--- config.mk ---
export PLATFORM = sky130hd
export DESIGN_NAME = quotient_digit_estimate_top_flat
export DESIGN_NICKNAME = d
export VERILOG_FILES = /design/src/rtl/qde_pkg.sv /design/src/rtl/qde_if.sv /design/src/rtl/qde_dp.sv /design/src/rtl/qde_ctrl.sv /design/src/rtl/quotient_digit_estimate_top.sv /design/src/flat_wrapper.sv
export SDC_FILE = /design/constraint.sdc
export NUM_CORES = 2
export LEC_CHECK = 0
export BUFFER_PORTS_ARGS = -buffer_cell sky130_fd_sc_hd__clkbuf_2
export CAP_MARGIN = 30
export CORE_MARGIN = 2
export CORE_UTILIZATION = 31
export CTS_BUF_LIST = sky130_fd_sc_hd__clkbuf_4
export CTS_CLUSTER_DIAMETER = 200
export DETAILED_ROUTE_END_ITERATION = 7
export HOLD_SLACK_MARGIN = 0.06
export MAX_ROUTING_LAYER = met4
export PLACE_DENSITY = 0.51
export SKIP_LAST_GASP = 1
export SYNTH_ARGS = -nofsm -noshare
export SYNTH_HDL_FRONTEND = slang
export SYNTH_SLANG_ARGS = --single-unit
--- constraint.sdc ---
create_clock -name clk -period 10.5 [get_ports clk]
set_clock_uncertainty 0.2 [all_clocks]
set_input_delay 1.05 -clock clk [delete_from_list [all_inputs] [get_ports clk]]
set_output_delay 1.05 -clock clk [all_outputs]
set_load 0.05 [all_outputs]
--- src/rtl/qde_pkg.sv ---
// Package for the quotient digit estimate block.
// Holds the default digit width and the command and status structs between controller and datapath.
// No dependencies.
package qde_pkg;

    localparam int DIGIT_BITS_DEFAULT = 30;

    typedef struct packed {
        logic load;
        logic div_step;
        logic mul;
        logic fix;
    } qde_cmd_t;

    typedef struct packed {
        logic sat;
        logic r_over;
        logic fits;
    } qde_stat_t;

endpackage

--- src/rtl/qde_if.sv ---
// Valid/ready channel interfaces for the quotient digit estimate block.
// One interface carries the input digits, the other the quotient digit; no dependencies.
interface qde_in_if #(
    parameter int DIGIT_BITS = 30
);
    logic                  valid;
    logic                  ready;
    logic [DIGIT_BITS-1:0] dividend_digit_top;
    logic [DIGIT_BITS-1:0] dividend_digit_next;
    logic [DIGIT_BITS-1:0] dividend_digit_third;
    logic [DIGIT_BITS-1:0] divisor_digit_top;
    logic [DIGIT_BITS-1:0] divisor_digit_next;

    modport source (
        output valid, dividend_digit_top, dividend_digit_next, dividend_digit_third,
               divisor_digit_top, divisor_digit_next,
        input  ready
    );
    modport sink (
        input  valid, dividend_digit_top, dividend_digit_next, dividend_digit_third,
               divisor_digit_top, divisor_digit_next,
        output ready
    );
endinterface

interface qde_out_if #(
    parameter int DIGIT_BITS = 30
);
    logic                  valid;
    logic                  ready;
    logic [DIGIT_BITS-1:0] quotient_digit;

    modport source (
        output valid, quotient_digit,
        input  ready
    );
    modport sink (
        input  valid, quotient_digit,
        output ready
    );
endinterface

--- src/rtl/qde_dp.sv ---
// Datapath of the quotient digit estimate block: restoring divider, multiplier and correction.
// Depends on qde_pkg for the command and status structs.
module qde_dp #(
    parameter int DIGIT_BITS = qde_pkg::DIGIT_BITS_DEFAULT
) (
    input  logic                  clk,
    input  logic [DIGIT_BITS-1:0] u0,
    input  logic [DIGIT_BITS-1:0] u1,
    input  logic [DIGIT_BITS-1:0] u2,
    input  logic [DIGIT_BITS-1:0] v1,
    input  logic [DIGIT_BITS-1:0] v2,
    input  qde_pkg::qde_cmd_t     cmd,
    output qde_pkg::qde_stat_t    stat,
    output logic [DIGIT_BITS-1:0] qhat
);
    import qde_pkg::*;

    localparam int W  = DIGIT_BITS;
    localparam int PW = 2 * DIGIT_BITS;

    logic [W-1:0]  sh_reg,   sh_next;
    logic [W-1:0]  u2_reg,   u2_next;
    logic [W-1:0]  v1_reg,   v1_next;
    logic [W-1:0]  v2_reg,   v2_next;
    logic [W-1:0]  q_reg,    q_next;
    logic [W:0]    r_reg,    r_next;
    logic [PW-1:0] prod_reg, prod_next;
    logic [W:0]    trial;
    logic          ge;

    assign trial = {r_reg[W-1:0], sh_reg[W-1]};
    assign ge    = trial >= {1'b0, v1_reg};

    always_comb
    begin
        sh_next   = sh_reg;
        u2_next   = u2_reg;
        v1_next   = v1_reg;
        v2_next   = v2_reg;
        q_next    = q_reg;
        r_next    = r_reg;
        prod_next = prod_reg;
        if (cmd.load)
        begin
            sh_next = u1;
            u2_next = u2;
            v1_next = v1;
            v2_next = v2;
            if (u0 >= v1)
            begin
                q_next = {W{1'b1}};
                r_next = {1'b0, u1} + {1'b0, v1};
            end
            else
            begin
                q_next = '0;
                r_next = {1'b0, u0};
            end
        end
        else if (cmd.div_step)
        begin
            sh_next = {sh_reg[W-2:0], 1'b0};
            q_next  = {q_reg[W-2:0], ge};
            r_next  = ge ? (trial - {1'b0, v1_reg}) : trial;
        end
        else if (cmd.mul)
        begin
            prod_next = PW'(q_reg) * PW'(v2_reg);
        end
        else if (cmd.fix)
        begin
            q_next = q_reg - W'(1);
            r_next = r_reg + {1'b0, v1_reg};
        end
    end

    always_ff @(posedge clk)
    begin
        sh_reg   <= sh_next;
        u2_reg   <= u2_next;
        v1_reg   <= v1_next;
        v2_reg   <= v2_next;
        q_reg    <= q_next;
        r_reg    <= r_next;
        prod_reg <= prod_next;
    end

    assign stat.sat    = u0 >= v1;
    assign stat.r_over = r_reg[W];
    assign stat.fits   = prod_reg <= {r_reg[W-1:0], u2_reg};
    assign qhat        = q_reg;

endmodule

--- src/rtl/qde_ctrl.sv ---
// Controller of the quotient digit estimate block: sequences division and correction rounds.
// Depends on qde_pkg for the command and status structs.
module qde_ctrl #(
    parameter int DIGIT_BITS = qde_pkg::DIGIT_BITS_DEFAULT
) (
    input  logic               clk,
    input  logic               rst_n,
    input  logic               in_valid,
    output logic               in_ready,
    output logic               out_valid,
    input  logic               out_ready,
    input  qde_pkg::qde_stat_t stat,
    output qde_pkg::qde_cmd_t  cmd
);
    import qde_pkg::*;

    localparam int CW = $clog2(DIGIT_BITS);

    localparam logic [2:0] ST_IDLE = 3'd0;
    localparam logic [2:0] ST_DIV  = 3'd1;
    localparam logic [2:0] ST_MUL  = 3'd2;
    localparam logic [2:0] ST_CMP  = 3'd3;
    localparam logic [2:0] ST_OUT  = 3'd4;

    logic [2:0]    state_reg, state_next;
    logic [CW-1:0] cnt_reg,   cnt_next;
    logic          round_reg, round_next;
    logic          cnt_done;

    assign cnt_done = cnt_reg == CW'(DIGIT_BITS - 1);

    always_comb
    begin
        state_next = state_reg;
        cnt_next   = cnt_reg;
        round_next = round_reg;
        cmd        = '0;
        case (state_reg)
            ST_IDLE:
            begin
                if (in_valid)
                begin
                    cmd.load   = 1'b1;
                    cnt_next   = '0;
                    round_next = 1'b0;
                    state_next = stat.sat ? ST_MUL : ST_DIV;
                end
            end
            ST_DIV:
            begin
                cmd.div_step = 1'b1;
                cnt_next     = cnt_reg + CW'(1);
                if (cnt_done)
                begin
                    state_next = ST_MUL;
                end
            end
            ST_MUL:
            begin
                if (stat.r_over)
                begin
                    state_next = ST_OUT;
                end
                else
                begin
                    cmd.mul    = 1'b1;
                    state_next = ST_CMP;
                end
            end
            ST_CMP:
            begin
                if (stat.fits)
                begin
                    state_next = ST_OUT;
                end
                else
                begin
                    cmd.fix = 1'b1;
                    if (round_reg)
                    begin
                        state_next = ST_OUT;
                    end
                    else
                    begin
                        round_next = 1'b1;
                        state_next = ST_MUL;
                    end
                end
            end
            ST_OUT:
            begin
                if (out_ready)
                begin
                    state_next = ST_IDLE;
                end
            end
            default:
            begin
                state_next = ST_IDLE;
            end
        endcase
    end

    always_ff @(posedge clk or negedge rst_n)
    begin
        if (!rst_n)
        begin
            state_reg <= ST_IDLE;
            cnt_reg   <= '0;
            round_reg <= 1'b0;
        end
        else
        begin
            state_reg <= state_next;
            cnt_reg   <= cnt_next;
            round_reg <= round_next;
        end
    end

    assign in_ready  = state_reg == ST_IDLE;
    assign out_valid = state_reg == ST_OUT;

    a_div_holds: assert property (@(posedge clk) disable iff (!rst_n)
        (state_reg == ST_DIV && !cnt_done) |=> state_reg == ST_DIV)
        else $error("divider left before all quotient bits were formed");

    a_two_rounds: assert property (@(posedge clk) disable iff (!rst_n)
        (state_reg == ST_CMP && !stat.fits && round_reg) |=> state_reg == ST_OUT)
        else $error("correction ran past its second round");

    a_sat_skips: assert property (@(posedge clk) disable iff (!rst_n)
        (cmd.load && stat.sat) |=> state_reg == ST_MUL)
        else $error("saturated estimate entered the divider");

    a_one_cmd: assert property (@(posedge clk) disable iff (!rst_n)
        $onehot0({cmd.load, cmd.div_step, cmd.mul, cmd.fix}))
        else $error("more than one datapath command at once");

endmodule

--- src/rtl/quotient_digit_estimate_top.sv ---
// Top level of the quotient digit estimate block: controller plus datapath.
// Depends on qde_pkg, qde_if, qde_ctrl and qde_dp.
//
// Computes the corrected trial quotient digit of long division from the three leading
// dividend digits and the two leading divisor digits, in radix 2^DIGIT_BITS. One
// transaction is worked on at a time: din is ready only when the block is idle. When the
// leading dividend digit is below the leading divisor digit, a radix-2 restoring divider
// forms one quotient bit per cycle; otherwise the estimate saturates and the divider is
// skipped. Each of at most two correction rounds is a multiply, then a compare. The next
// transaction is taken the cycle after the result leaves dout. The leading divisor digit
// must be normalized for an exact result.
module quotient_digit_estimate_top #(
    parameter int DIGIT_BITS = qde_pkg::DIGIT_BITS_DEFAULT
) (
    input logic       clk,
    input logic       rst_n,
    qde_in_if.sink    din,
    qde_out_if.source dout
);
    import qde_pkg::*;

    qde_cmd_t  cmd;
    qde_stat_t stat;

    qde_ctrl #(
        .DIGIT_BITS(DIGIT_BITS)
    ) u_ctrl (
        .clk      (clk),
        .rst_n    (rst_n),
        .in_valid (din.valid),
        .in_ready (din.ready),
        .out_valid(dout.valid),
        .out_ready(dout.ready),
        .stat     (stat),
        .cmd      (cmd)
    );

    qde_dp #(
        .DIGIT_BITS(DIGIT_BITS)
    ) u_dp (
        .clk (clk),
        .u0  (din.dividend_digit_top),
        .u1  (din.dividend_digit_next),
        .u2  (din.dividend_digit_third),
        .v1  (din.divisor_digit_top),
        .v2  (din.divisor_digit_next),
        .cmd (cmd),
        .stat(stat),
        .qhat(dout.quotient_digit)
    );

endmodule

--- src/flat_wrapper.sv ---
// flat-port wrapper written by rule: the top's interface ports become plain ports
module quotient_digit_estimate_top_flat import qde_pkg::*;
#(
    parameter int DIGIT_BITS = qde_pkg::DIGIT_BITS_DEFAULT
)
  (clk, rst_n, din_valid, din_dividend_digit_top, din_dividend_digit_next, din_dividend_digit_third, din_divisor_digit_top, din_divisor_digit_next, din_ready, dout_valid, dout_quotient_digit, dout_ready);
  qde_in_if #(.DIGIT_BITS(DIGIT_BITS)) din_i ();
  qde_out_if #(.DIGIT_BITS(DIGIT_BITS)) dout_i ();
  input logic clk;
  input logic rst_n;
  input wire logic [$bits(din_i.valid)-1:0] din_valid;
  input wire logic [$bits(din_i.dividend_digit_top)-1:0] din_dividend_digit_top;
  input wire logic [$bits(din_i.dividend_digit_next)-1:0] din_dividend_digit_next;
  input wire logic [$bits(din_i.dividend_digit_third)-1:0] din_dividend_digit_third;
  input wire logic [$bits(din_i.divisor_digit_top)-1:0] din_divisor_digit_top;
  input wire logic [$bits(din_i.divisor_digit_next)-1:0] din_divisor_digit_next;
  output wire logic [$bits(din_i.ready)-1:0] din_ready;
  output wire logic [$bits(dout_i.valid)-1:0] dout_valid;
  output wire logic [$bits(dout_i.quotient_digit)-1:0] dout_quotient_digit;
  input wire logic [$bits(dout_i.ready)-1:0] dout_ready;
  assign din_i.valid = din_valid;
  assign din_i.dividend_digit_top = din_dividend_digit_top;
  assign din_i.dividend_digit_next = din_dividend_digit_next;
  assign din_i.dividend_digit_third = din_dividend_digit_third;
  assign din_i.divisor_digit_top = din_divisor_digit_top;
  assign din_i.divisor_digit_next = din_divisor_digit_next;
  assign din_ready = din_i.ready;
  assign dout_valid = dout_i.valid;
  assign dout_quotient_digit = dout_i.quotient_digit;
  assign dout_i.ready = dout_ready;
  quotient_digit_estimate_top #(.DIGIT_BITS(DIGIT_BITS)) u_core (.clk(clk), .rst_n(rst_n), .din(din_i), .dout(dout_i));
endmodule
Word-level counts from Yosys, hierarchy flattened --
Index checks and enable logic that the tools add are counted.
Storage, ports and cells: register bits 250, memories kept 0, bits in writable memories 0, output and inout port bits 32, bits in latches 0, memory bits (read-only) 0, logic and storage cells 74
Operators by class: equal/unequal tests 10, add/sub/neg operators 5, $mul 1, bitwise gates (word level) 2, divide/modulo/power cells 0, mux-type cells 33, magnitude comparators 3, reductions and logical operators 10, shifts and indexed selects 0
Operators with widths (count):
- 30-bit two-way mux | 7
- 31-bit two-way mux | 6
- 60-bit <= comparator | 1
- 30-bit by 30-bit multiplier with 60-bit output | 1
- 30-bit by 30-bit adder with 31-bit output | 1
- 31-bit by 30-bit adder with 31-bit output | 1
- 31-bit by 30-bit greater-or-equal comparator with 1-bit output | 1
- 31-bit by 30-bit subtractor with 31-bit output | 1
- 30-bit greater-or-equal comparator | 1
- 30-bit by 1-bit subtractor with 30-bit output (second input constant) | 1
- 3-bit two-way mux | 6
- 3-bit one-hot mux with 5 select lines | 1
- 5-bit one-hot mux with 2 select lines | 1
- 1-bit two-way mux | 9
- 3-bit AND reduction | 3
- 3-bit by 2-bit equality test with 1-bit output (second input constant) | 2
- 2-bit inequality test (second input constant) | 3
- 2-bit nonzero test | 3
- 5-bit by 1-bit adder with 5-bit output (second input constant) | 1
- 5-bit equality test (second input constant) | 1
- 5-bit two-way mux | 1
- 2-bit AND reduction | 2
- 3-bit by 1-bit equality test with 1-bit output (second input constant) | 1
- 3-bit equality test (second input constant) | 1
- 7 further kinds | 8

Longest topological paths before layout --
depth after elaboration 7, mapped depth 31, depth with buffers taken out 28

Cells and area by module --
Synthesis repeated with hierarchy kept, for this count alone.
Unflattened totals: cells, all modules 5026, area total of the unflattened synthesis 46658.5 µm²
By module, submodules not included:
- qde_dp | seq. area each 7236.9 µm², cells each 4973, instances 1, area each 46126.7 µm²
- qde_ctrl | seq. area each 225.2 µm², cells each 53, instances 1, area each 531.8 µm²

Worst setup path before layout --
Ideal clock, no wire load.
path kind register to register, from register u_core.u_dp.q_reg[13], in the netlist u_core.u_dp.qhat[13], to register u_core.u_dp.prod_reg[44] (data pin), path slack 2358 ps, data arrival time 7680 ps, stages on the path, launching flop included 29, setup time 262 ps, required time 10038 ps, cell sequence edfxtp_1 clkbuf_1 clkbuf_1 and2_1 fa_1 fa_1 fa_1 inv_1 fa_1 inv_1 fa_1 inv_1 fa_1 inv_1 fa_1 inv_1 fa_1 inv_1 ha_1 and4_1 and2_1 a32o_1 nor3_1 o31a_1 nor3b_1 o21bai_1 a21oi_1 o21ai_1 xor2_1
Between the ends: longest elaborated chain between the ends 1
RTL lines:
- start: declaration | RTL line qde_dp.sv:25 | logic [W-1:0] q_reg, q_next;
- start signal: assignment | RTL line qde_dp.sv:83 | q_reg <= q_next;
- 30-bit by 30-bit multiplier with 60-bit output | RTL line qde_dp.sv:68 | prod_next = PW'(q_reg) * PW'(v2_reg);
- end signal: assignment | RTL line qde_dp.sv:85 | prod_reg <= prod_next;
- end: declaration | RTL line qde_dp.sv:27 | logic [PW-1:0] prod_reg, prod_next;
No other way between the ends. A chain may end at the register's enable or synchronous reset.

Worst setup path after layout --
from register u_core.u_dp.v2_reg[5], to register u_core.u_dp.prod_reg[44] (data pin)
Between the ends: longest elaborated chain between the ends 1
RTL lines:
- start: declaration | RTL line qde_dp.sv:24 | logic [W-1:0] v2_reg, v2_next;
- start signal: assignment | RTL line qde_dp.sv:82 | v2_reg <= v2_next;
- 30-bit by 30-bit multiplier with 60-bit output | RTL line qde_dp.sv:68
No other way between the ends.

==> key figures <==
Die
  – I/O pin total: 186
  – DIE WIDTH: 392 µm
  – Initial Utilization: 0.311
  – Die ar.: 0.153 mm²
  – # rows: 142
  – Die Y: 392 µm
  – Core Region: 0.150 mm²

Cells and area
  – Area growth, synth to finish: 12.2%
  – Layout cells sized above 1: 0.0825
  – Non-filler cells, final: 7383
  – Final Instance Area: 0.0523 mm²
  – Fin nets: 6658
  – Max reg flops: 60

Clock network
  – CTS Sinks: 250
  – CTS buffer count: 83
  – CTS tree: done
  – CTS root buf: clkbuf_4
  – Clock transition at path regs: 0.07 ns
  – Clk Latency, worst-skew pair: 1.03 ns
  – Post-CTS repair timing setup buffer count: 0
  – H-tree levels: 3
  – Bufs on Longest Clock Path: 3

GRT
  – Remaining global-route overflow: 0
  – Initial antenna violation count: 14
  – First-pass GRT wire length: 228000 µm
  – Grt peak-use layer: met2
  – GR met3 Demand/Resource: 0.0381
  – GR Util met2: 0.318
  – Largest net degree at the start of global routing: 58
  – Vias in the first global route: 37500
  – Met1 usage: 0.264
  – GRT Util Overall: 0.202

Routing
  – DR pass1 iterations: 6
  – Detailed-route wire length: 149000 µm
  – Detailed-route via count: 35800
  – Starting DRT DRC Count: 2291
  – Routed Antenna Nets: 0
  – Average wire per standard cell: 20.2 µm
  – Via density: 4.85
  – DRC: 0

Placed design
  – Placed Area: 0.0500 mm²
  – GP Congestion: 0.898
  – Port bufs: 185
  – Post-DP HPWL: 120000 µm
  – DP Cell Count: 7102

Critical path
  – Critical path class: register to register
  – CP max stage cell: edfxtp_1
  – Worst path depth: 24
  – Crit start category: register
  – Reg2reg path depth: 24
  – CP Capture Type: register
  – Critical path buffers and inverters: 4
  – Critical path's top delay family: adder cells
  – Critical Path Most Common Cell: fa_1
  – Slowest Stage Delay on Critical Path: 0.96 ns
  – Worst Path Required: 11.05 ns
  – Arrival time at the worst endpoint: 9.60 ns
  – Max FO, Critical Path: 30
  – Critical-path cell list: and2_1 > fa_1 > fa_1 > fa_1 > inv_1 > fa_1 > inv_1 > fa_1 > fa_1 > fa_1 > inv_1 > fa_1 > inv_1 > ha_1 > and4_1 > and2_1 > a32o_1 > nor3_1 > o31a_1 > nor3b_1 > o21bai_1 > a21oi_1 > o21ai_1 > xor2_1

Worst hold path
  – Min-delay worst type: input port to register
  – Worst hold path cell count: 3

Synthesis
  – Post-synth EDFFs: 241
  – Number of synthesized register bits: 250
  – Distinct cells, synth: 76
  – Synth area leaders: fa_1, edfxtp_1, ha_1, inv_1, and2_1
  – Synth async-reset ratio: 0.0360
  – Post-Syn Nets: 6422
  – Syn avg cell area: 9.22 µm²
  – Largest area contributor in the netlist: fa_1
  – Seq/Total Area, Yosys: 0.160
  – Prevailing post-synth register cell: edfxtp_1
  – Yosys warns: 0
  – Cells after Synth: 5054
  – Cell area after synthesis: 0.0466 mm²
  – Post-synth top area share: 0.336

Status
  – Status: finished clean

Timing
  – TNS Setup: 0 ns
  – Final hold slack: 0.203 ns
  – Final setup fails: 0
  – Tcrit/Tclk final: 0.862
  – Slew at the pin closest to its max-slew limit: 1.09 ns
  – Fin. Hold Viols: 0
  – Rel. slew slack: 0.272
  – Min Clock Period, post-route: 9.05 ns
  – Unrepaired setup endpoints after global routing: false
  – Pins over their slew limit: 0
  – Max Freq: 111 MHz

Job
  – Max cap viols: 0
## cells in the final DEF (no fill, tap or decap), types with 94 or more instances in the layout
| master | count |
|---|---|
| a21o_1 | 116 |
| a21oi_1 | 198 |
| and2_1 | 543 |
| buf_4 | 94 |
| clkbuf_2 | 185 |
| clkbuf_4 | 114 |
| dlygate4sd3_1 | 118 |
| edfxtp_1 | 241 |
| fa_1 | 783 |
| ha_1 | 431 |
| inv_1 | 965 |
| nand2_1 | 588 |
| nor2_1 | 137 |
| o21ai_0 | 127 |
## metrics by stage
step | worst slack (ns) | utilization
final | 1.45 | 0.350
after global routing | 1.11 | 0.349
after CTS | 1.43 | 0.349
after detailed placement | 1.40 | 0.334
after global placement | 1.45 | 0.333
after floorplan | 2.36 | -
## final timing paths
check	start	end	slack, ns
min in group asynchronous	rst_n	u_core.u_ctrl.state_reg[2]	0.29
hold reg to reg	u_core.u_ctrl.round_reg	u_core.u_ctrl.round_reg	0.29
setup / recovery	u_core.u_dp.v2_reg[5]	u_core.u_dp.prod_reg[44]	1.45
max in group asynchronous	rst_n	u_core.u_ctrl.round_reg	9.58
hold / removal	dout_ready	u_core.u_ctrl.state_reg[2]	0.20
setup reg to reg	u_core.u_dp.v2_reg[5]	u_core.u_dp.prod_reg[44]	1.45
## Yosys cell counts (10+ instances only)
library cell  number
a211o_1           14
a21oi_1          198
xor2_1            44
buf_1             10
fa_1             783
o211ai_1          31
and3_1            18
o21ai_1           29
a31oi_1           25
clkbuf_1         235
o21a_1            25
nor3_1            44
o21ai_0          127
o22ai_1           12
nor2b_1           16
ha_1             431
xnor2_1           83
inv_1            967
nand2_1          591
nand3_1           39
o31ai_1           13
nor2_1           139
o221ai_1          11
nor4_1            16
and2_1           544
a211oi_1          36
edfxtp_1         241
nand4_1           33
o21bai_1          16
nand2b_1          27
a21o_1           116
or3_1             12
## worst min-delay path: cells and delay by family
| family | cells | cell delay (ns) |
|---|---|---|
| compound gates | 1 | 0.16 |
| buf+inv | 2 | 0.19 |
## logic make-up after synthesis
group,synth area share
flip-flops,0.160
AND/OR/NAND/NOR,0.162
buffers and inverters,0.0987
AO/OA/AOI/OAI,0.101
multiplexers,0.00220
adder cells (fa/ha/maj),0.452
XOR/XNOR,0.0239
## layer usage
layer | wire length, µm | part of all wire
met5 | 0 | 0
met4 | 4180 | 0.028
met3 | 9210 | 0.062
met2 | 68600 | 0.46
met1 | 66800 | 0.45
## final cells by class
type / count / area, µm²
clock inverters: 37 / 203
fillers: 15500 / 97300
multi-input cells: 3582 / 34600
repair buffers: 405 / 3020
clock buffers: 114 / 856
inverters: 968 / 3640
flip-flops and latches: 250 / 7460
well taps: 2016 / 2520
diodes: 11 / 27.5
## repair_timing
| action | CTS | global route |
|---|---|---|
| gates resized for setup | 0 | 0 |
| hold endpoints to repair | 126 | 0 |
| hold buffers | 118 | 0 |
Power is not shown: default switching activity piles up to over one toggle a cycle in this logic, so the estimate is an artifact.
